### src/rtl/glmf_queue.sv
// Short FIFO between the front end and the back end.
// Generic width and depth; no package dependencies.
`default_nettype none

module glmf_queue #(
    parameter int WIDTH = 8,
    parameter int DEPTH = 4
) (
    input  wire logic             clk,
    input  wire logic             rst_n,
    input  wire logic             push,
    input  wire logic [WIDTH-1:0] push_data,
    output logic                  full,
    output logic                  not_empty,
    input  wire logic             pop,
    output logic [WIDTH-1:0]      pop_data
);

    localparam int PW = (DEPTH > 1) ? $clog2(DEPTH) : 1;
    localparam int CW = $clog2(DEPTH + 1);

    logic [WIDTH-1:0] mem_reg [DEPTH];
    logic [PW-1:0]    wr_ptr_reg, rd_ptr_reg;
    logic [CW-1:0]    count_reg;

    assign full      = (count_reg == CW'(DEPTH));
    assign not_empty = (count_reg != '0);
    assign pop_data  = mem_reg[rd_ptr_reg];

    always_ff @(posedge clk)
    begin
        if (push)
        begin
            mem_reg[wr_ptr_reg] <= push_data;
        end
    end

    always_ff @(posedge clk or negedge rst_n)
    begin
        if (!rst_n)
        begin
            wr_ptr_reg <= '0;
            rd_ptr_reg <= '0;
            count_reg  <= '0;
        end
        else
        begin
            if (push)
                wr_ptr_reg <= (wr_ptr_reg == PW'(DEPTH - 1)) ? '0 : wr_ptr_reg + PW'(1);
            if (pop)
                rd_ptr_reg <= (rd_ptr_reg == PW'(DEPTH - 1)) ? '0 : rd_ptr_reg + PW'(1);
            if (push && !pop)
                count_reg <= count_reg + CW'(1);
            else if (pop && !push)
                count_reg <= count_reg - CW'(1);
        end
    end

    a_no_underflow: assert property (@(posedge clk) disable iff (!rst_n)
        pop |-> not_empty)
        else $error("pop from an empty queue");

    a_no_overflow: assert property (@(posedge clk) disable iff (!rst_n)
        push |-> !full)
        else $error("push into a full queue");

    a_count_bound: assert property (@(posedge clk) disable iff (!rst_n)
        count_reg <= CW'(DEPTH))
        else $error("queue count beyond depth");

endmodule

`default_nettype wire

### config.mk
export PLATFORM = sky130hd
export DESIGN_NAME = glmf_queue
export DESIGN_NICKNAME = d
export VERILOG_FILES = /design/src/rtl/glmf_queue.sv
export SDC_FILE = /design/constraint.sdc
export NUM_CORES = 1
export LEC_CHECK = 0
export ABC_AREA = 1
export BUFFER_PORTS_ARGS = -buffer_cell sky130_fd_sc_hd__buf_2
export CAP_MARGIN = 40
export CORE_ASPECT_RATIO = 1.25
export CORE_MARGIN = 4
export CORE_UTILIZATION = 55
export CTS_CLUSTER_SIZE = 8
export DETAILED_ROUTE_END_ITERATION = 12
export PLACE_DENSITY_LB_ADDON = 0.3
export SLEW_MARGIN = 20
export SYNTH_ARGS = -nofsm -noshare
export SYNTH_HDL_FRONTEND = slang
export SYNTH_SLANG_ARGS = --single-unit
### constraint.sdc
create_clock -name clk -period 1.5 [get_ports clk]
set_input_delay 0.225 -clock clk [delete_from_list [all_inputs] [get_ports clk]]
set_output_delay 0.225 -clock clk [all_outputs]
set_load 0.02 [all_outputs]
# Yosys cells after proc, flatten, opt, wreduce, memory -nomap -nowiden
# Memory sizes are Yosys's and may differ from the RTL's.
# Cells that the tools add are included.
[classes]
n_reduce_logical = 6
shifts = 0
eq_ne = 3
mux = 6
div_mod_pow = 0
addsub = 4
bitwise = 0
n_lt_le_gt_ge = 0
mul = 0
[op_table]
columns = ["cell", "count"]
rows = [
  ["$mux W3", 2],
  ["$add A2 B1 Y2 const B", 2],
  ["$eq A2 B2 Y1 const B", 2],
  ["$mux W2", 2],
  ["$add A3 B1 Y3 const B", 1],
  ["$eq A3 B3 Y1 const B", 1],
  ["$reduce_bool A3 Y1", 1],
  ["$sub A3 B1 Y3 const B", 1],
  ["$logic_and A1 B1 Y1", 2],
  ["$logic_not A1 Y1", 2],
  ["$mux W1", 2],
  ["$reduce_bool A2 Y1", 1],
]
[totals]
ff_bits = 7
out_inout_bits = 10
latchBits = 0
ramBits = 32
memories = 1
rom_bits = 0
[mem_list]
columns = ["memory", "depth", "word_bits", "read_ports", "rd_clocked_by_memory_dff", "write_ports", "line", "rtl"]
rows = [
  ["mem_reg", 4, 8, 1, 0, 1, "22", "logic [WIDTH-1:0] mem_reg [DEPTH];"],
]

# Logic depth before layout (Yosys ltp)
[logic_depth]
ltp_word = 4
mapped_depth = 9
depth_no_buf = 9

# Worst setup path after synthesis
# Ideal clock, no wire load.
[synth_timing]
kind = "reg2reg"
start = "reg count_reg[0]"
end = "reg count_reg[2]"
path_stages_with_launch = 6
period_less_slack_ns = 1.200
t_arrival_ns = 1.083
setup_slack_ns = 0.300
n_path_buf = 0
required_time_ns = 1.383
cell_sequence = "dfrtp_1 > fa_1 > nand2_1 > nand3_1 > nand2_1 > nand2_1"
[synth_between]
elab_chain_cells = 3
word_cells_on_any_way = 4
cone_classes = "add/sub: 2; mux: 2"
[synth_rtl]
columns = ["element", "line", "rtl"]
rows = [
  ["start, declared", "24", "logic [CW-1:0] count_reg;"],
  ["start signal, assigned", "53", "count_reg <= count_reg + CW'(1);"],
  ["start signal, assigned", "55", "count_reg <= count_reg - CW'(1);"],
  ["$sub A3 B1 Y3", "55", ""],
  ["$mux W3", "54", "else if (pop && !push)"],
  ["$mux W3 (*)", "52", "if (push && !pop)"],
]
# Every way passes the cells marked *; elsewhere a longest branch is shown, timed or not. The select of a mux whose other input is x is not followed.
# A chain may end at the register's enable or synchronous reset.

# Worst setup path in the final report
[layout_timing]
start = "reg rd_ptr_reg[0]"
end = "out pop_data[7]"
[layout_between]
elab_chain_cells = 1
[layout_rtl]
columns = ["element", "line", "rtl"]
rows = [
  ["start, declared", "23", "logic [PW-1:0] wr_ptr_reg, rd_ptr_reg;"],
  ["start signal, assigned", "51", "rd_ptr_reg <= (rd_ptr_reg == PW'(DEPTH - 1)) ? '0 : rd_ptr_reg + PW'(1);"],
  ["$mem_v2 Z4 W8", "--", ""],
  ["end, declared", "16", "output logic [WIDTH-1:0] pop_data"],
]
# Every way passes these cells.

==> impl_metrics.json <==
{
  "outcome": "finished, violations left",
  "violations": "setup timing",
  "core-area_mm2": 0.00295,
  "finalSetupTns_ns": -1.05,
  "r2r_start": "wr_ptr_reg[1]",
  "start_util": 0.579,
  "clkTransAtPathRegs_ns": 0.10,
  "seq_area_mm2": 0.00114,
  "finalHoldWorstSlack_ns": 0.0915,
  "synth_cell_type_count": 17,
  "fin_skew_ns": 0.00734,
  "yosysSeqAreaShare": 0.666,
  "period_share": 1.09,
  "startpoint": "rd_ptr_reg[0]",
  "drc": 0,
  "p_per_area_mw_per_mm2": 1830,
  "drv_cap": 0,
  "overflow": 0,
  "hold_viol": 0,
  "antenna_found_initial": 0,
  "drtIter0Drc": 50,
  "crit_path_end_kind": "output pin",
  "rr_worst_depth": 4,
  "slew_violations": 0,
  "grtUsageMet3": 0.0610,
  "rsz0062_at_grt": "true",
  "cp_data_required_time_ns": 1.27,
  "cts_tree": "yes",
  "rr_endpoint": "mem_reg[1][4]",
  "ys.warnings.count": 0,
  "rows": 22,
  "multi_input_area_um2": 427,
  "grt.met1_usage": 0.168,
  "cts.sinks": 39,
  "place.gp.congestion": 0.696,
  "htreeDepth": 2,
  "die-area_mm2": 0.00406,
  "postSynthAreaPerCell_um2": 11.8,
  "fmax_ghz": 0.610,
  "met2_usage": 0.264,
  "top_usage_layer": "met2",
  "largest_reg_flops": 32,
  "grt_first_pass_wirelength_um": 4660,
  "synth_top_cell_by_area": "edfxtp_1",
  "power_w": 0.00367,
  "antenna-diode-count": 0,
  "vias": 1072,
  "syn_to_final_growth_pct": 17.8,
  "relSlewSlack": 0.743,
  "num_io_pins": 22,
  "synth_nets": 164,
  "dp_hpwl_um": 1870,
  "cts_made_buffers": 5,
  "drtAntennaViolNets": 0,
  "grt_max_degree": 33,
  "path_class": "reg -> out",
  "routed_via_density": 5.06,
  "grt_use_total": 0.160,
  "drtPass1Iterations": 4,
  "port_buffers": 21,
  "synthTopCellsByArea": "edfxtp_1 56%, dfrtp_1 10%, nand2_1 8.6%",
  "cts_max_path_buffers": 2,
  "critPathMaxFanout": 8,
  "p_leak_nw": 0.912,
  "fin_nets": 195,
  "grt_pass1_vias": 1046,
  "placed_cell_area_mm2": 0.00184,
  "worst_pin_slew_ns": 0.385,
  "synth_cells": 145,
  "max-vdd-ir-drop_v": 0.00110,
  "fin_crit_ns": 1.64,
  "die_y_um": 70.3,
  "hp-class": "in -> reg",
  "post-route-cell-area_mm2": 0.00201,
  "drt_wl_total_um": 2950,
  "clkLatencyLatePin_ns": 0.34,
  "setup_ws_ns": -0.139,
  "wl_per_cell_um": 13.9,
  "drive_above_1_share": 0.216,
  "setup_violations": 8,
  "cts_root_buf": "clkbuf_4",
  "ys_ff_latch": 39,
  "die_w_um": 57.8,
  "critical_path.endpoint": "pop_data[7]",
  "worstPathArrival_ns": 1.41,
  "synth_area_mm2": 0.00171,
  "fillers": 214,
  "yosysTopAreaCellShare": 0.563,
  "pre_cts_slack_ns": 0.0449,
  "startpoint_type": "flop",
  "r2r_setup_slack_ns": 0.14
}
power by group:
| group | switching [W] | total [W] | internal [W] |
|---|---|---|---|
| sequential | 0.000144 | 0.00158 | 0.00144 |
| combinational | 0.000925 | 0.00162 | 0.000693 |
| clock | 0.000307 | 0.000473 | 0.000166 |
| total | 0.00138 | 0.00367 | 0.00230 |
worst min-delay path by stage:
stage	start	end	slack, ns	depth (start not counted)
final	push_data[0]	mem_reg[3][0]	0.09	1
after global routing	push_data[6]	mem_reg[1][6]	0.06	1
after CTS	push_data[0]	mem_reg[0][0]	0.07	1
after detailed placement	rst_n	rd_ptr_reg[0]	0.07	1
after global placement	rst_n	rd_ptr_reg[0]	0.07	1
after floorplan	rst_n	count_reg[0]	-0.07	0
synth_stat cells:
library cell	instances
nand2_1	39
edfxtp_1	32
inv_1	27
o211ai_1	16
dfrtp_1	7
ha_1	6
o21ai_0	4
buf_6	3
inv_2	2
nor2_1	2
a21oi_1	1
buf_4	1
fa_1	1
nand3_1	1
nand4_1	1
nor3_1	1
xnor2_1	1
kinds of logic (layout without fill, tap and decap cells):
| kind of cell | count (synthesis) | in the layout | share of synthesized area |
|---|---|---|---|
| AO/OA/AOI/OAI | 21 | 21 | 0.0851 |
| AND/OR/NAND/NOR | 44 | 44 | 0.0998 |
| buffers and inverters | 33 | 64 | 0.0880 |
| XOR/XNOR | 1 | 1 | 0.00514 |
| adder cells (fa/ha/maj) | 7 | 7 | 0.0558 |
| flip-flops | 39 | 39 | 0.666 |
layout by cell type (no fill, tap or decap), drive strengths merged:
cell type and n:
fa 1, inv 29, nand4 1, buf 25
nor2 2, ha 6, clkbuf 7, xnor2 1
nand3 1, a21oi 1, o211ai 16, nand2 39
dlygate4sd3 1, edfxtp 32, nor3 1, clkinv 2
dfrtp 7, o21ai 4
stage by stage:
| step | util | instances |
|---|---|---|
| 2_1_floorplan | - | 145 |
| 3_3_place_gp | 0.625 | 200 |
| 3_5_place_dp | 0.625 | 200 |
| 4_1_cts | 0.644 | 208 |
| 5_1_grt | 0.682 | 212 |
| 6_report | 0.682 | 212 |
per-layer routing:
layer	share of wire	vias up
met1	0.38	500
met2	0.55	22
met5	0	-
li1	-	544
met3	0.046	6
met4	0.022	0
critical path: stages, from the launching register on:
cell and delay [ns]:
dfrtp_1 0.43, inv_4 0.13, clkbuf_16 0.16, nand2_1 0.05, o211ai_1 0.08, nand2_1 0.08, buf_6 0.13
repair_timing:
action	in CTS	in global routing
gates cloned	0	3
hold endpoints to repair	7	0
endpoints found under the setup margin	8	8
gates resized for setup	0	14
pin swaps	0	7
hold buffers	1	0
setup buffers	0	1
final cells by class:
| cell class | instances | area share |
|---|---|---|
| Sequential cell | 39 | 0.566 |
| Timing Repair Buffer | 28 | 0.121 |
| Inverter | 29 | 0.0555 |
| Clock inverter | 2 | 0.00436 |
| Clock buffer | 5 | 0.0187 |
| Multi-Input combinational cell | 73 | 0.212 |
| Tap cell | 36 | 0.0224 |
No activity file was read; power rests on OpenSTA's default activity.
