**src/rtl/glmf_pkg.sv**
```systemverilog
// Shared types and constants of the grid local maximum finder.
// No dependencies; the files that use it refer to this package by scoped names.
`default_nettype none

package glmf_pkg;

    localparam int MAX_COLS      = 128;
    localparam int SAMPLE_BITS   = 16;
    localparam int ROW_BITS      = 12;
    localparam int NUM_ROWS_BITS = 13;
    localparam int NUM_COLS_BITS = 8;
    localparam int ROWS_LIMIT    = 4096;
    localparam int CFG_DATA_BITS = 13;
    localparam int CFG_IDX_BITS  = 1;
    localparam int QUEUE_DEPTH   = 4;

    // Configuration register indexes
    localparam logic [CFG_IDX_BITS-1:0] REG_NUM_ROWS = 1'b0;
    localparam logic [CFG_IDX_BITS-1:0] REG_NUM_COLS = 1'b1;

    // Request commands
    localparam logic CMD_SAMPLE = 1'b0;
    localparam logic CMD_FLUSH  = 1'b1;

    typedef enum logic [2:0] {
        PH_LOAD  = 3'b001,
        PH_FLUSH = 3'b010,
        PH_DONE  = 3'b100
    } phase_t;

    // What the back end does with one queued request
    typedef struct packed {
        logic is_sample;
        logic decide;
        logic has_left;
        logic has_right;
        logic has_up;
        logic has_down;
    } act_flags_t;

endpackage

`default_nettype wire

```
**src/rtl/glmf_front.sv**
```systemverilog
// Front end: configuration registers, raster position tracking and request
// classification. Uses glmf_pkg; feeds glmf_queue.
`default_nettype none

module glmf_front #(
    parameter int MAX_COLS    = glmf_pkg::MAX_COLS,
    parameter int SAMPLE_BITS = glmf_pkg::SAMPLE_BITS
) (
    input  wire logic                               clk,
    input  wire logic                               rst_n,
    input  wire logic                               cfg_we,
    input  wire logic [glmf_pkg::CFG_IDX_BITS-1:0]  cfg_index,
    input  wire logic [glmf_pkg::CFG_DATA_BITS-1:0] cfg_data,
    input  wire logic                               in_valid,
    input  wire logic                               in_stall,
    input  wire logic                               command,
    input  wire logic [SAMPLE_BITS-1:0]             pixel_value,
    input  wire logic                               q_full,
    output logic                                    push,
    output glmf_pkg::act_flags_t                    push_flags,
    output logic [$clog2(MAX_COLS)-1:0]             push_col,
    output logic [glmf_pkg::ROW_BITS-1:0]           push_row,
    output logic [SAMPLE_BITS-1:0]                  push_sample
);

    localparam int COL_BITS = $clog2(MAX_COLS);
    localparam int RB       = glmf_pkg::ROW_BITS;
    localparam int CXW      = (COL_BITS + 1 > glmf_pkg::NUM_COLS_BITS + 1) ?
                              COL_BITS + 1 : glmf_pkg::NUM_COLS_BITS + 1;

    logic [glmf_pkg::NUM_ROWS_BITS-1:0] num_rows_reg;
    logic [glmf_pkg::NUM_COLS_BITS-1:0] num_cols_reg;
    logic [RB-1:0]                      row_counter_reg, row_counter_next;
    logic [COL_BITS-1:0]                col_counter_reg, col_counter_next;
    glmf_pkg::phase_t                   phase_reg, phase_next;

    logic [RB-1:0]       rows_m1, r_cl;
    logic [COL_BITS-1:0] cols_m1, c_cl;
    logic [CXW-1:0]      num_cols_x;
    logic                accept, load_sample, flush_tick, last_col, last_row;

    always_comb
    begin
        if (num_rows_reg == '0)
            rows_m1 = '0;
        else if (num_rows_reg > glmf_pkg::NUM_ROWS_BITS'(glmf_pkg::ROWS_LIMIT))
            rows_m1 = RB'(glmf_pkg::ROWS_LIMIT - 1);
        else
            rows_m1 = RB'(num_rows_reg - glmf_pkg::NUM_ROWS_BITS'(1));

        num_cols_x = CXW'(num_cols_reg);
        if (num_cols_reg == '0)
            cols_m1 = '0;
        else if (num_cols_x > CXW'(MAX_COLS))
            cols_m1 = COL_BITS'(MAX_COLS - 1);
        else
            cols_m1 = COL_BITS'(num_cols_x - CXW'(1));
    end

    // Clamp the position in case the sizes shrank since the last request
    assign r_cl     = (row_counter_reg > rows_m1) ? rows_m1 : row_counter_reg;
    assign c_cl     = (col_counter_reg > cols_m1) ? cols_m1 : col_counter_reg;
    assign last_col = (c_cl == cols_m1);
    assign last_row = (r_cl == rows_m1);

    assign accept      = in_valid && !in_stall;
    assign load_sample = (phase_reg == glmf_pkg::PH_LOAD) && (command == glmf_pkg::CMD_SAMPLE);
    assign flush_tick  = (phase_reg == glmf_pkg::PH_FLUSH) && (command == glmf_pkg::CMD_FLUSH);

    // Drop requests that do not fit the phase
    assign push = accept && (load_sample || flush_tick);

    always_comb
    begin
        push_flags.is_sample = load_sample;
        push_flags.decide    = flush_tick || (r_cl != '0);
        push_flags.has_left  = (c_cl != '0);
        push_flags.has_right = !last_col;
        push_flags.has_up    = load_sample ? (r_cl >= RB'(2)) : (r_cl != '0);
        push_flags.has_down  = load_sample;
        push_col             = c_cl;
        push_row             = load_sample ? (r_cl - RB'(1)) : r_cl;
        push_sample          = pixel_value;
    end

    always_comb
    begin
        row_counter_next = row_counter_reg;
        col_counter_next = col_counter_reg;
        phase_next       = phase_reg;
        if (push)
        begin
            row_counter_next = r_cl;
            if (last_col)
            begin
                col_counter_next = '0;
                if (flush_tick)
                    phase_next = glmf_pkg::PH_DONE;
                else if (last_row)
                    phase_next = glmf_pkg::PH_FLUSH;
                else
                    row_counter_next = r_cl + RB'(1);
            end
            else
            begin
                col_counter_next = c_cl + COL_BITS'(1);
            end
        end
    end

    always_ff @(posedge clk or negedge rst_n)
    begin
        if (!rst_n)
        begin
            num_rows_reg    <= glmf_pkg::NUM_ROWS_BITS'(1);
            num_cols_reg    <= glmf_pkg::NUM_COLS_BITS'(1);
            row_counter_reg <= '0;
            col_counter_reg <= '0;
            phase_reg       <= glmf_pkg::PH_LOAD;
        end
        else
        begin
            if (cfg_we && (cfg_index == glmf_pkg::REG_NUM_ROWS))
                num_rows_reg <= cfg_data;
            if (cfg_we && (cfg_index == glmf_pkg::REG_NUM_COLS))
                num_cols_reg <= cfg_data[glmf_pkg::NUM_COLS_BITS-1:0];
            row_counter_reg <= row_counter_next;
            col_counter_reg <= col_counter_next;
            phase_reg       <= phase_next;
        end
    end

    a_no_overrun: assert property (@(posedge clk) disable iff (!rst_n)
        push |-> !q_full)
        else $error("request pushed into a full queue");

    a_done_frozen: assert property (@(posedge clk) disable iff (!rst_n)
        accept && (phase_reg == glmf_pkg::PH_DONE)
        |=> $stable(row_counter_reg) && $stable(col_counter_reg)
            && (phase_reg == glmf_pkg::PH_DONE))
        else $error("position moved after the grid was finished");

    a_flush_starts_left: assert property (@(posedge clk) disable iff (!rst_n)
        push && load_sample && last_col && last_row |=> col_counter_reg == '0)
        else $error("flush did not start at column zero");

endmodule

`default_nettype wire

```
**config.mk**
```make
export PLATFORM = sky130hd
export DESIGN_NAME = glmf_front
export DESIGN_NICKNAME = d
export VERILOG_FILES = /design/src/rtl/glmf_pkg.sv /design/src/rtl/glmf_front.sv
export SDC_FILE = /design/constraint.sdc
export NUM_CORES = 1
export LEC_CHECK = 0
export ABC_CLOCK_PERIOD_IN_PS = 6300
export CORE_MARGIN = 10
export CORE_UTILIZATION = 55
export CTS_CLUSTER_DIAMETER = 60
export DETAILED_ROUTE_END_ITERATION = 8
export DONT_BUFFER_PORTS = 1
export GPL_TIMING_DRIVEN = 0
export PLACE_DENSITY = 0.74
export SYNTH_ARGS = -nofsm -noshare
export SYNTH_HDL_FRONTEND = slang
export SYNTH_SLANG_ARGS = --single-unit
```
**constraint.sdc**
```tcl
create_clock -name clk -period 6.3 [get_ports clk]
set_input_delay 0.315 -clock clk [delete_from_list [all_inputs] [get_ports clk]]
set_output_delay 0.315 -clock clk [all_outputs]
set_load 0.005 [all_outputs]
```
# After elaboration in Yosys (flattened, before gate mapping)
# Index checks and enable logic that the tools add are counted.
[classes] shift=0 reduce_logical=16 addsub=5 n_mux=14 multipliers=0 magnitude_cmp=5 bitwise=2 eq_ne=4 div=0
[op_table] op="12-bit 2-to-1 mux" n=7
[op_table] op="7-bit 2-to-1 mux" n=4
[op_table] op="12-bit by 1-bit subtractor with 12-bit output, second input constant" n=2
[op_table] op="13-bit greater-than comparator, second input constant" n=1
[op_table] op="13-bit zero test" n=1
[op_table] op="12-bit by 1-bit adder with 12-bit output, second input constant" n=1
[op_table] op="12-bit == test" n=1
[op_table] op="12-bit by 2-bit greater-or-equal comparator with 1-bit output, second input constant" n=1
[op_table] op="12-bit greater-than comparator" n=1
[op_table] op="12-bit nonzero test" n=1
[op_table] op="8-bit greater-than comparator, second input constant" n=1
[op_table] op="8-bit zero test" n=1
[op_table] op="7-bit by 1-bit adder with 7-bit output, second input constant" n=1
[op_table] op="7-bit == test" n=1
[op_table] op="7-bit greater-than comparator" n=1
[op_table] op="7-bit nonzero test" n=1
[op_table] op="7-bit by 1-bit subtractor with 7-bit output, second input constant" n=1
[op_table] op="1-bit logical AND" n=6
[op_table] op="3-bit 2-to-1 mux" n=2
[op_table] op="3-bit by 1-bit == test with 1-bit output, second input constant" n=1
[op_table] op="3-bit by 2-bit == test with 1-bit output, second input constant" n=1
[op_table] op="3-bit AND reduction" n=1
[op_table] op="1-bit zero test" n=2
[op_table] op="1-bit logical OR" n=2
[op_table] op="3 further kinds" n=4
[totals] n_memories=0 output_inout_bits=42 word_cells=51 ramBits=0 latch_bits=0 ff_bits=43 in_bits=37 rom_bits=0

# Longest topological paths before layout
# Gate-level depths: netlist of the first run.
[depth] ltp_word=9 mapped_depth=24 mapped_depth_nobuf=21

# Least setup slack after synthesis of the first run
# Ideal clock, no wire load.
[synth_timing] path_kind="register to register" start="reg num_rows_reg[0] in the netlist's numbering" end="reg row_counter_reg[8]" synth_period_minus_slack_ns=4.843 path_buffers=3 path_stages_with_launch=21 t_arrival_ns=4.717 setup_time_ns=0.126 slack_ns=1.457 required_ns=6.174 cell_sequence="dfstp_2 inv_1 ha_1 or3b_2 or3_1 a221oi_1 ha_1 nand4_1 a311oi_1 a2111oi_0 a31oi_1 clkbuf_1 buf_6 clkbuf_1 a21oi_1 ha_1 and4_1 nand2_1 nor3_1 nand3_1 a221o_1"
[synth_via] elab_chain_cells=9 word_cells_on_any_way=12 classes_between="add/sub (2); order compare (2); eq/ne (1); mux (6); reduce/logical (1)"
[synth_rtl] item="start, declared" line_no="glmf_front.sv:31" rtl="logic [glmf_pkg::NUM_ROWS_BITS-1:0] num_rows_reg;"
[synth_rtl] item="start signal, assigned" line_no="glmf_front.sv:115" rtl="num_rows_reg <= glmf_pkg::NUM_ROWS_BITS'(1);"
[synth_rtl] item="start signal, assigned" line_no="glmf_front.sv:124" rtl="num_rows_reg <= cfg_data;"
[synth_rtl] item="12-bit by 1-bit subtractor with 12-bit output or 13-bit greater-than comparator (tied branches)" line_no="glmf_front.sv:49, glmf_front.sv:46"
[synth_rtl] item="12-bit 2-to-1 mux" line_no="glmf_front.sv:46" rtl="else if (num_rows_reg > glmf_pkg::NUM_ROWS_BITS'(glmf_pkg::ROWS_LIMIT))"
[synth_rtl] item="12-bit 2-to-1 mux (*)" line_no="glmf_front.sv:44" rtl="if (num_rows_reg == '0)"
[synth_rtl] item="12-bit greater-than comparator" line_no="glmf_front.sv:61" rtl="assign r_cl = (row_counter_reg > rows_m1) ? rows_m1 : row_counter_reg;"
[synth_rtl] item="12-bit 2-to-1 mux" line_no="glmf_front.sv:61"
[synth_rtl] item="12-bit by 1-bit adder with 12-bit output or 12-bit == test (tied branches)" line_no="glmf_front.sv:102, glmf_front.sv:64"
[synth_rtl] item="12-bit 2-to-1 mux" line_no="glmf_front.sv:99" rtl="else if (last_row)"
[synth_rtl] item="12-bit 2-to-1 mux" line_no="glmf_front.sv:97" rtl="if (flush_tick)"
[synth_rtl] item="12-bit 2-to-1 mux (*)" line_no="glmf_front.sv:94" rtl="if (last_col)"
[synth_rtl] item="end signal, assigned" line_no="glmf_front.sv:127" rtl="row_counter_reg <= row_counter_next;"
[synth_rtl] item="end, declared" line_no="glmf_front.sv:33" rtl="logic [RB-1:0] row_counter_reg, row_counter_next;"
# Mark *: on every way between the ends. The rest lies on a longest branch, timed or not.
# A chain may end at the register's enable or synchronous reset.

==> run summary, run 1 <==
Gate power share: 58.0%
Sequential power share: 28.5%
CORE AREA: 8180 sq um
Sw frac: 48.0%
EDFF count, synth: 0
Worst min path class: in -> reg
Main flop type after synthesis: dfrtp_1
R2r worst-path depth: 21
Cell internal pwr: 0.864 mW
Synthesized Nets: 605
Layout cells sized above 1: 17.4%
Static Leak: 2.00 nW
Synthesized flop and latch total: 43
Worst Path Arrival: 5.48 ns
First-pass GRT wire length: 20500 um
Total track usage: 19.1%
Warnings, synthesis: 0
Outcome: complete, no violations
Yosys cell types: 83
Critical Path Source Type: register
Root Buffer: clkbuf_8
Chip height: 111 um
Tightest Pin Transition: 0.841 ns
Vias post-DR: 4290
Sequential cell area: 1080 sq um
Hpwl dp: 9740 um
Clock sink count: 43
Die area: 12400 sq um
F_max: 173 MHz
Post-route ant nets: 0
Worst vdd ir: 0.238 mV
Skew final: 0.00910 ns
Via-to-Cell Ratio: 6.54
Initial antenna violation count: 0
Multi-input logic area: 3100 sq um
R2r setup slk: 0.61 ns
Pin count of the biggest net entering global routing: 44
Final slew viol count: 0
Post-synth ARST share: 100%
Critical Path RT: 5.98 ns
Commonest cells in the netlist: 47 x nand2_1, 40 x dfrtp_1, 33 x nor2_1, 28 x inv_1, 27 x ha_1
RSZ-0062 raised after global routing: false
Cell taking the most area after synthesis: dfrtp_1
Period utilization: 92.0%
Clock network power share: 13.5%
Initial DRC Count: 260
CTS Buf Count: 5
CTS tree: done
Setup bufs post-CTS: 0
Critical Path End Type: output pin
Synth top area share: 21.8%
Nets: 614
Hold Violations, Final: 0
Synth Instances: 541
CTS H-tree lvls: 2
Post-synthesis sequential area ratio: 23.5%
Port buffer count: 0
Drt drc: 0
I/O pin cnt: 79
Type of the worst setup path: reg -> out
Min-Delay Path Depth: 2
Max FFs per register: 13
Vias in the first global route: 4116
MaxCap Viol Count: 0
Post-route minimum period: 5.79 ns
Diodes inserted: 0
Final setup violation count: 0
Synth area leaders: dfrtp_1 22%, ha_1 7.4%, mux2_2 5.4%
Clock Tree Buf Depth: 2
Relative slew margins: 43.8%
Pwr per Cell Area: 340 nW/um^2
Clock-pin slew on the worst setup and hold paths: 0.08 ns
Sum Neg Setup Slack: 0 ns
Starting Density: 56.1%
Crit Path Max Fanout: 10
Filler cell count: 738
Placer congestion estimate: 0.917
Clk Latency, worst-skew pair: 0.31 ns
Avg Cell Area, Syn: 8.48 sq um
Area Growth Syn to Fin: 6.52%
Placed cells: 646
Non-filler cells in the finished layout: 656
Post-Syn Area: 4590 sq um
Routed len/inst: 19.1 um
Post-Route WL: 12500 um
Chip width: 111 um
Psw: 0.798 mW
TritonRoute pass-1 iters: 5
# rows: 33
Top-count cell post-synth: nand2_1
Total grt overflow: 0
-- cell usage in the layout, fill, tap and decap left out, types with 7 or more instances in the layout --
cell / n
mux2_2: 22
buf_6: 9
nand2_1: 47
nor2b_1: 8
xnor2_1: 16
mux2i_1: 11
nand3_1: 19
xor2_1: 13
o31ai_1: 7
nand4_1: 15
nor3_1: 15
ha_1: 27
o21ai_1: 11
o21ai_0: 24
clkbuf_1: 16
inv_1: 28
a21oi_1: 20
buf_4: 19
dfrtp_1: 40
nor2_1: 33
or3_1: 10
-- power groups by stage --
| stage | Clock, mW | Combinational, mW | Sequential, mW |
|---|---|---|---|
| floorplan | 0 | 0.757 | 0.431 |
| global placement | 0 | 0.909 | 0.470 |
| detailed placement | 0 | 0.943 | 0.473 |
| CTS | 0.225 | 0.957 | 0.468 |
| global route | 0.238 | 1.08 | 0.488 |
| finish | 0.224 | 0.964 | 0.474 |
-- path summary, 6_finish.rpt --
path | from | endpoint
min | cfg_data[0] | num_rows_reg[0]
max reg2reg | num_rows_reg[0] | row_counter_reg[8]
min in group asynchronous | rst_n | num_cols_reg[2]
max | num_rows_reg[0] | push_flags[4]
min reg2reg | phase_reg[0] | phase_reg[0]
max in group asynchronous | rst_n | phase_reg[0]
-- through the flow --
step / utilization (%) / hold slack, ns / setup WS, ns / area [sq um] / power [mW]
final: 59.7 / 0.129 / 0.506 / 4880 / 1.66
after global routing: 59.7 / 0.125 / 0.0638 / 4880 / 1.80
after CTS: 59.5 / 0.127 / 0.256 / 4860 / 1.65
after detailed placement: 57.7 / 0.0215 / 0.545 / 4720 / 1.42
after global placement: 57.7 / 0.0215 / 0.500 / 4720 / 1.38
after floorplan: - / 0.0194 / 1.46 / 4590 / 1.19
-- area by class of cell --
class / instances / area share [%]
buffer: 47 / 6.56
tap: 105 / 2.69
inverter: 29 / 2.23
sequential: 43 / 22.1
clock buffer: 6 / 1.49
timing repair buffer: 2 / 0.768
clock inverter: 2 / 0.768
multi-input combinational: 422 / 63.4
-- routing by layer --
metal / global-route usage (%) / share of wire [%] / wire length [um]
met4: 5.14 / 1.8 / 224
met5: 0 / 0 / 0
met1: 25.1 / 44 / 5570
met2: 30.1 / 45 / 5670
met3: 5.30 / 8.6 / 1080
-- cell families (layout without fill, tap and decap cells) --
family                   Yosys count  after routing  synth area share (%)
AO/OA/AOI/OAI                    138            138                  22.5
XOR/XNOR                          29             29                  5.54
flip-flops                        43             43                  23.5
multiplexers                      33             33                  7.80
adder cells (fa/ha/maj)           28             28                  7.59
AND/OR/NAND/NOR                  194            194                  23.7
buffers and inverters             76             86                  9.33
-- critical path: stages, from the launching register on --
cell	delay [ns]
dfstp_2	0.42
inv_1	0.16
ha_1	0.18
or4b_4	0.46
buf_6	0.16
a2111oi_0	0.57
a31o_2	0.27
ha_1	0.17
nand4_1	0.14
a311oi_1	0.26
a2111oi_0	0.10
a31oi_1	0.36
clkbuf_2	0.34
buf_6	0.19
clkbuf_1	0.40
a21oi_1	0.25
inv_1	0.11
ha_1	0.16
or3b_2	0.47
-- timing repair --
action                                 in CTS  in global routing
endpoints found under the hold margin      43                  0
resized for setup                           0                  4
setup endpoints to repair                   0                  5
hold buffers                                2                  0
No activity file was read; power rests on OpenSTA's default activity.
==> run 2: changes to the inputs <==
==> constraint.sdc (replaced) <==
create_clock -name clk -period 6.3 [get_ports clk]
set_input_delay 0.945 -clock clk [delete_from_list [all_inputs] [get_ports clk]]
set_output_delay 0.945 -clock clk [all_outputs]
set_load 0.005 [all_outputs]
==> run 2 against run 1 <==
Sequential power increased by 1%. Clock skew increased by 0.0013 ns. Register-to-register slack improved by 0.32 ns. Maximum frequency decreased by 4.1%. Critical endpoint unchanged. Largest power group unchanged.
==> run summary, run 2 (synthesized netlist as in run 1, its figures left out) <==
Worst vdd ir: 0.244 mV (was 0.238 mV)
Psw: 0.809 mW (was 0.798 mW)
Pin count of the biggest net entering global routing: 44 (unchanged)
Outcome: complete, no violations (unchanged)
Final slew viol count: 0 (unchanged)
Worst Path Arrival: 5.10 ns (was 5.48 ns)
Hold Violations, Final: 0 (unchanged)
First-pass GRT wire length: 20400 um (was 20500 um)
Vias in the first global route: 4101 (was 4116)
Final Util: 60.8% (was 59.7%)
Area Growth Syn to Fin: 8.40% (was 6.52%)
Crit path from: num_rows_reg[0] (unchanged)
Nets: 619 (was 614)
Initial antenna violation count: 0 (unchanged)
CORE AREA: 8180 sq um (unchanged)
Pwr per Cell Area: 341 nW/um^2 (was 340 nW/um^2)
Max FFs per register: 13 (unchanged)
# rows: 33 (unchanged)
MaxCap Viol Count: 0 (unchanged)
Diodes inserted: 0 (unchanged)
Critical Path End Type: output pin (unchanged)
Post-route minimum period: 6.04 ns (was 5.79 ns)
Reg2reg end: row_counter_reg[8] (unchanged)
Clock sink count: 43 (unchanged)
Total grt overflow: 0 (unchanged)
Crit Path Max Fanout: 8 (was 10)
CTS tree: done (unchanged)
Placer congestion estimate: 0.917 (unchanged)
Static Leak: 2.05 nW (was 2.00 nW)
Skew final: 0.0104 ns (was 0.00910 ns)
Die area: 12400 sq um (unchanged)
Root Buffer: clkbuf_8 (unchanged)
R2r setup slk: 0.93 ns (was 0.61 ns)
Via-to-Cell Ratio: 6.57 (was 6.54)
Sw frac: 47.7% (was 48.0%)
Total track usage: 19.0% (was 19.1%)
I/O pin cnt: 79 (unchanged)
Routed len/inst: 19.3 um (was 19.1 um)
Relative slew margins: 45.4% (was 43.8%)
Period utilization: 95.9% (was 92.0%)
Chip height: 111 um (unchanged)
Starting Density: 56.1% (unchanged)
CTS Buf Count: 5 (unchanged)
Worst Setup EP: push_flags[4] (unchanged)
Critical Path RT: 5.35 ns (was 5.98 ns)
Initial DRC Count: 224 (was 260)
Port buffer count: 0 (unchanged)
CTS H-tree lvls: 2 (unchanged)
Hpwl dp: 9740 um (unchanged)
WHS: 0.323 ns (was 0.129 ns)
Cell internal pwr: 0.888 mW (was 0.864 mW)
RSZ-0062 raised after global routing: false (unchanged)
Post-route ant nets: 0 (unchanged)
Critical Path Source Type: register (unchanged)
Commonest non-fill, non-tap cell in the layout: nand2_1 (unchanged)
Gate power share: 58.6% (was 58.0%)
Drt drc: 0 (unchanged)
Clock-pin slew on the worst setup and hold paths: 0.09 ns (was 0.08 ns)
Worst min path class: in -> async (was in -> reg)
F_max: 165 MHz (was 173 MHz)
Type of the worst setup path: reg -> out (unchanged)
Vias post-DR: 4345 (was 4290)
Sum Neg Setup Slack: 0 ns (unchanged)
TritonRoute pass-1 iters: 5 (unchanged)
Worst reg2reg startpoint: num_rows_reg[0] (unchanged)
Clock Tree Buf Depth: 2 (unchanged)
Sequential power share: 28.3% (was 28.5%)
Post-Route WL: 12800 um (was 12500 um)
Clk Latency, worst-skew pair: 0.31 ns (about the same)
R2r worst-path depth: 20 (was 21)
Tightest Pin Transition: 0.816 ns (was 0.841 ns)
Layout cells sized above 1: 19.8% (was 17.4%)
Clock network power share: 13.1% (was 13.5%)
Commonest cells after routing, fill and taps aside: 47 x nand2_1, 40 x dfrtp_1, 33 x nor2_1 (unchanged)
Filler cell count: 713 (was 738)
Chip width: 111 um (unchanged)
Final setup violation count: 0 (unchanged)
==> run 2: cell count changes in the layout (fill, tap and decap cells not counted), sizes merged <==
cell and delta:
clkdlybuf4s15 +1, clkbuf -2, buf +7, dlygate4sd3 -1
==> run 2: critical path: stages (launching register included) <==
cell,delay [ns]
dfstp_2,0.42
inv_1,0.16
ha_1,0.21
or4b_4,0.47
buf_6,0.16
o32a_1,0.36
o32ai_2,0.27
ha_1,0.35
a21oi_1,0.15
o21ai_0,0.14
a2111oi_1,0.51
a31oi_2,0.16
clkdlybuf4s15_2,0.28
o21ai_1,0.30
nor2b_1,0.18
nand4_1,0.17
or3b_2,0.50
==> run 2: layout make-up <==
cell class                 instances  area, sq um  share of cell area [%]
sequential                        43         1080                    21.7
timing repair buffer               8         63.8                    1.28
clock inverter                     2         37.5                   0.755
clock buffer                       6         72.6                    1.46
buffer                            46          319                    6.42
multi-input combinational        422         3160                    63.5
tap                              105          131                    2.64
inverter                          29          109                    2.19
==> run 2: metal layers <==
| metal | up-vias | global-route usage (%) | wire (um) |
|---|---|---|---|
| met5 | - | 0 | 0 |
| met4 | 0 | 5.14 | 206 |
| met3 | 18 | 5.41 | 1190 |
| met2 | 219 | 30.1 | 5770 |
| met1 | 2082 | 24.8 | 5590 |
| li1 | 2026 | - | - |
==> run 2: worst min-delay path by stage <==
stage	cells after the start	to	slack [ns]	startpoint
2_1_floorplan	1	phase_reg[0]	0.48	phase_reg[0]
3_3_place_gp	1	phase_reg[0]	0.50	phase_reg[0]
3_5_place_dp	1	phase_reg[0]	0.50	phase_reg[0]
4_1_cts	0	col_counter_reg[4]	0.32	rst_n
5_1_grt	0	row_counter_reg[4]	0.31	rst_n
6_report	0	row_counter_reg[7]	0.32	rst_n
==> run 2: timing repair <==
item / 4_1_cts / 5_1_grt
endpoints found under the setup margin: 4 / 12
buffers inserted: 0 / 7
cloned: 0 / 1
hold buffers: 0 / 0
pin swaps: 0 / 2
gates resized for setup: 2 / 17
==> run 2: per-stage QoR <==
| stage | instances | setup slack [ns] | power [mW] | area (sq um) |
|---|---|---|---|---|
| after floorplan | 541 | 0.934 | 1.19 | 4590 |
| after global placement | 646 | -0.0233 | 1.38 | 4720 |
| after detailed placement | 646 | -0.0255 | 1.42 | 4720 |
| after CTS | 653 | 0.0226 | 1.64 | 4830 |
| after global routing | 661 | 0.0151 | 1.83 | 4970 |
| final | 661 | 0.256 | 1.70 | 4970 |
==> run 2: power groups by stage <==
| stage | sequential, mW | combinational (mW) | clock, mW |
|---|---|---|---|
| 2_1_floorplan | 0.431 | 0.757 | 0 |
| 3_3_place_gp | 0.470 | 0.909 | 0 |
| 3_5_place_dp | 0.473 | 0.943 | 0 |
| 4_1_cts | 0.468 | 0.947 | 0.225 |
| 5_1_grt | 0.494 | 1.10 | 0.238 |
| 6_report | 0.480 | 0.995 | 0.222 |
==> run 3: changes to the inputs <==
Settings changed: ABC_CLOCK_PERIOD_IN_PS 6300 to 4910, PLACE_DENSITY 0.74 to 0.77.
Clock period 6.3 ns to 4.91 ns, I/O delays scaled along.
==> run 3 against run 2 <==
The run now ends with negative setup slack left. Wire length increased by 34%. First-iteration DRC count increased by 120%. Non-clock buffer count is 60 higher. Critical path type unchanged. Highest routed layer unchanged.
==> run summary, run 3 (synthesized netlist as in run 1, its figures left out) <==
Placement Setup Slack: -0.867 ns (was -0.0255 ns)
Post-route ant nets: 0 (unchanged)
Root Buffer: clkbuf_8 (unchanged)
Post-DP Area: 4720 sq um (about the same)
Pwr per Cell Area: 457 nW/um^2 (was 341 nW/um^2)
Tightest Pin Transition: 1.12 ns (was 0.816 ns)
Filler cell count: 596 (was 713)
Final instance area: 5970 sq um (was 4970 sq um)
Clock Tree Buf Depth: 2 (unchanged)
Clk Latency, worst-skew pair: 0.31 ns (about the same)
Gate power share: 66.5% (was 58.6%)
Cell internal pwr: 1.41 mW (was 0.888 mW)
Crit Path Max Fanout: 10 (was 8)
Final slew viol count: 0 (unchanged)
Psw: 1.32 mW (was 0.809 mW)
Failing checks: negative setup slack
Hold Violations, Final: 0 (unchanged)
Commonest non-fill, non-tap cell in the layout: buf_4 (was nand2_1)
Skew final: 0.0103 ns (was 0.0104 ns)
Type of the worst setup path: reg -> out (unchanged)
MaxCap Viol Count: 0 (unchanged)
CTS H-tree lvls: 2 (unchanged)
Reg2reg end: row_counter_reg[8] (unchanged)
Period utilization: 114%
Vias in the first global route: 4815 (was 4101)
Chip height: 111 um (unchanged)
Layout cells sized above 1: 37.8% (was 19.8%)
Placer congestion estimate: 0.911 (was 0.917)
Final Util: 73.0% (was 60.8%)
Relative slew margins: 24.8% (was 45.4%)
Final setup violation count: 15 (was 0)
TritonRoute pass-1 iters: 5 (unchanged)
WHS: 0.110 ns (was 0.323 ns)
F_max: 179 MHz
Chip width: 111 um (unchanged)
Die area: 12400 sq um (unchanged)
Worst Path Arrival: 4.84 ns (was 5.10 ns)
Nets: 679 (was 619)
Total grt overflow: 0 (unchanged)
Max FFs per register: 13 (unchanged)
Via-to-Cell Ratio: 7.05 (was 6.57)
Drt drc: 0 (unchanged)
Pin count of the biggest net entering global routing: 44 (unchanged)
Worst reg2reg startpoint: num_rows_reg[5] (was num_rows_reg[0])
Initial DRC Count: 497 (was 224)
Clock network power share: 9.7% (was 13.1%)
Outcome: finished, violations left (was complete, no violations)
# rows: 33 (unchanged)
Commonest cells after routing, fill and taps aside: 81 x buf_4, 45 x nand2_1, 36 x dfrtp_1 (was 47 x nand2_1, 40 x dfrtp_1, 33 x nor2_1)
Port buffer count: 0 (unchanged)
Sequential power share: 23.8% (was 28.3%)
Critical Path Source Type: register (unchanged)
RSZ-0062 raised after global routing: true (was false)
CTS Buf Count: 5 (unchanged)
R2r worst-path depth: 22 (was 20)
Critical Path End Type: output pin (unchanged)
Static Leak: 2.48 nW (was 2.05 nW)
R2r setup slk: -0.05 ns (was 0.93 ns)
Post-route minimum period: 5.58 ns
Crit path from: num_rows_reg[5] (was num_rows_reg[0])
Final WS setup: -0.671 ns (was 0.256 ns)
Vias post-DR: 5086 (was 4345)
Initial antenna violation count: 0 (unchanged)
Routed len/inst: 23.7 um (was 19.3 um)
Diodes inserted: 0 (unchanged)
I/O pin cnt: 79 (unchanged)
Worst vdd ir: 0.310 mV (was 0.244 mV)
Hpwl dp: 9870 um (was 9740 um)
Total track usage: 23.2% (was 19.0%)
Clock sink count: 43 (unchanged)
Sw frac: 48.3% (was 47.7%)
Post-Route WL: 17100 um (was 12800 um)
CTS tree: done (unchanged)
Worst min path class: in -> async (unchanged)
Clock-pin slew on the worst setup and hold paths: 0.09 ns (about the same)
Area Growth Syn to Fin: 30.1% (was 8.40%)
Starting Density: 56.1% (unchanged)
Critical Path RT: 4.17 ns (was 5.35 ns)
CORE AREA: 8180 sq um (unchanged)
First-pass GRT wire length: 24500 um (was 20400 um)
## run 3: changes by cell type in the layout (fill, tap and decap cells not counted), moves of 5 or more
cell and change:
xor2_1 -5, o21ai_2 +6, o21ai_0 -7, a21oi_1 -6, ha_1 -7, buf_4 +54
ha_4 +7
## run 3: layer usage
| metal | vias to the layer above | global-route usage (%) | share of wire (%) |
|---|---|---|---|
| met4 | 0 | 9.51 | 6.4 |
| met5 | - | 0 | 0 |
| met2 | 419 | 37.2 | 44 |
| li1 | 2146 | - | - |
| met1 | 2390 | 28.8 | 38 |
| met3 | 131 | 6.01 | 12 |
## run 3: how the worst max path moves through the flow
stage                    endpoint  cells past startpoint
finish              push_flags[1]                     18
CTS                 push_flags[4]                     18
global placement    push_flags[4]                     13
floorplan           push_flags[4]                     17
detailed placement  push_flags[4]                     13
global route         push_row[10]                     18
## run 3: metrics by stage
| step | total power [mW] | setup TNS [ns] | instances |
|---|---|---|---|
| after floorplan | 1.53 | 0 | 541 |
| after global placement | 1.78 | -11.83 | 646 |
| after detailed placement | 1.83 | -11.88 | 646 |
| after CTS | 2.44 | -2.24 | 711 |
| after global routing | 2.87 | -9.99 | 721 |
| final | 2.73 | -7.55 | 721 |
## run 3: final cells by class
class / count / area (sq um) / share of cell area (%)
Inverter: 29 / 111 / 1.87
Multi-Input combinational cell: 422 / 3610 / 60.5
Timing Repair Buffer: 71 / 597 / 10.0
Clock buffer: 7 / 96.3 / 1.61
Clock inverter: 1 / 7.51 / 0.126
Sequential cell: 43 / 1080 / 18.2
Tap cell: 105 / 131 / 2.20
Buffer: 43 / 328 / 5.49
## run 3: timing repair
item,4_1_cts,5_1_grt
buffers inserted,59,11
hold buffers,0,0
cloned,1,0
gates resized for setup,82,38
setup endpoints to repair,21,24
pin swaps,26,26
## run 3: critical path, stage by stage, from the launching register on
cell	delay, ns
dfrtp_2	0.46
or3_1	0.34
buf_6	0.16
buf_6	0.16
nor3_4	0.23
mux2i_2	0.48
nand2_2	0.16
ha_4	0.32
nand4_1	0.15
a311oi_2	0.27
a2111oi_2	0.06
a31oi_1	0.31
clkbuf_8	0.27
o211ai_1	0.17
o41ai_4	0.10
and3_4	0.29
nand4_1	0.17
buf_4	0.18
a211o_1	0.24
## run 3: power by group through the flow
| stage | registers [mW] | logic (mW) | clock network [mW] |
|---|---|---|---|
| after floorplan | 0.554 | 0.977 | 0 |
| after global placement | 0.606 | 1.17 | 0 |
| after detailed placement | 0.610 | 1.22 | 0 |
| after CTS | 0.617 | 1.56 | 0.262 |
| after global routing | 0.655 | 1.94 | 0.281 |
| final | 0.648 | 1.81 | 0.265 |
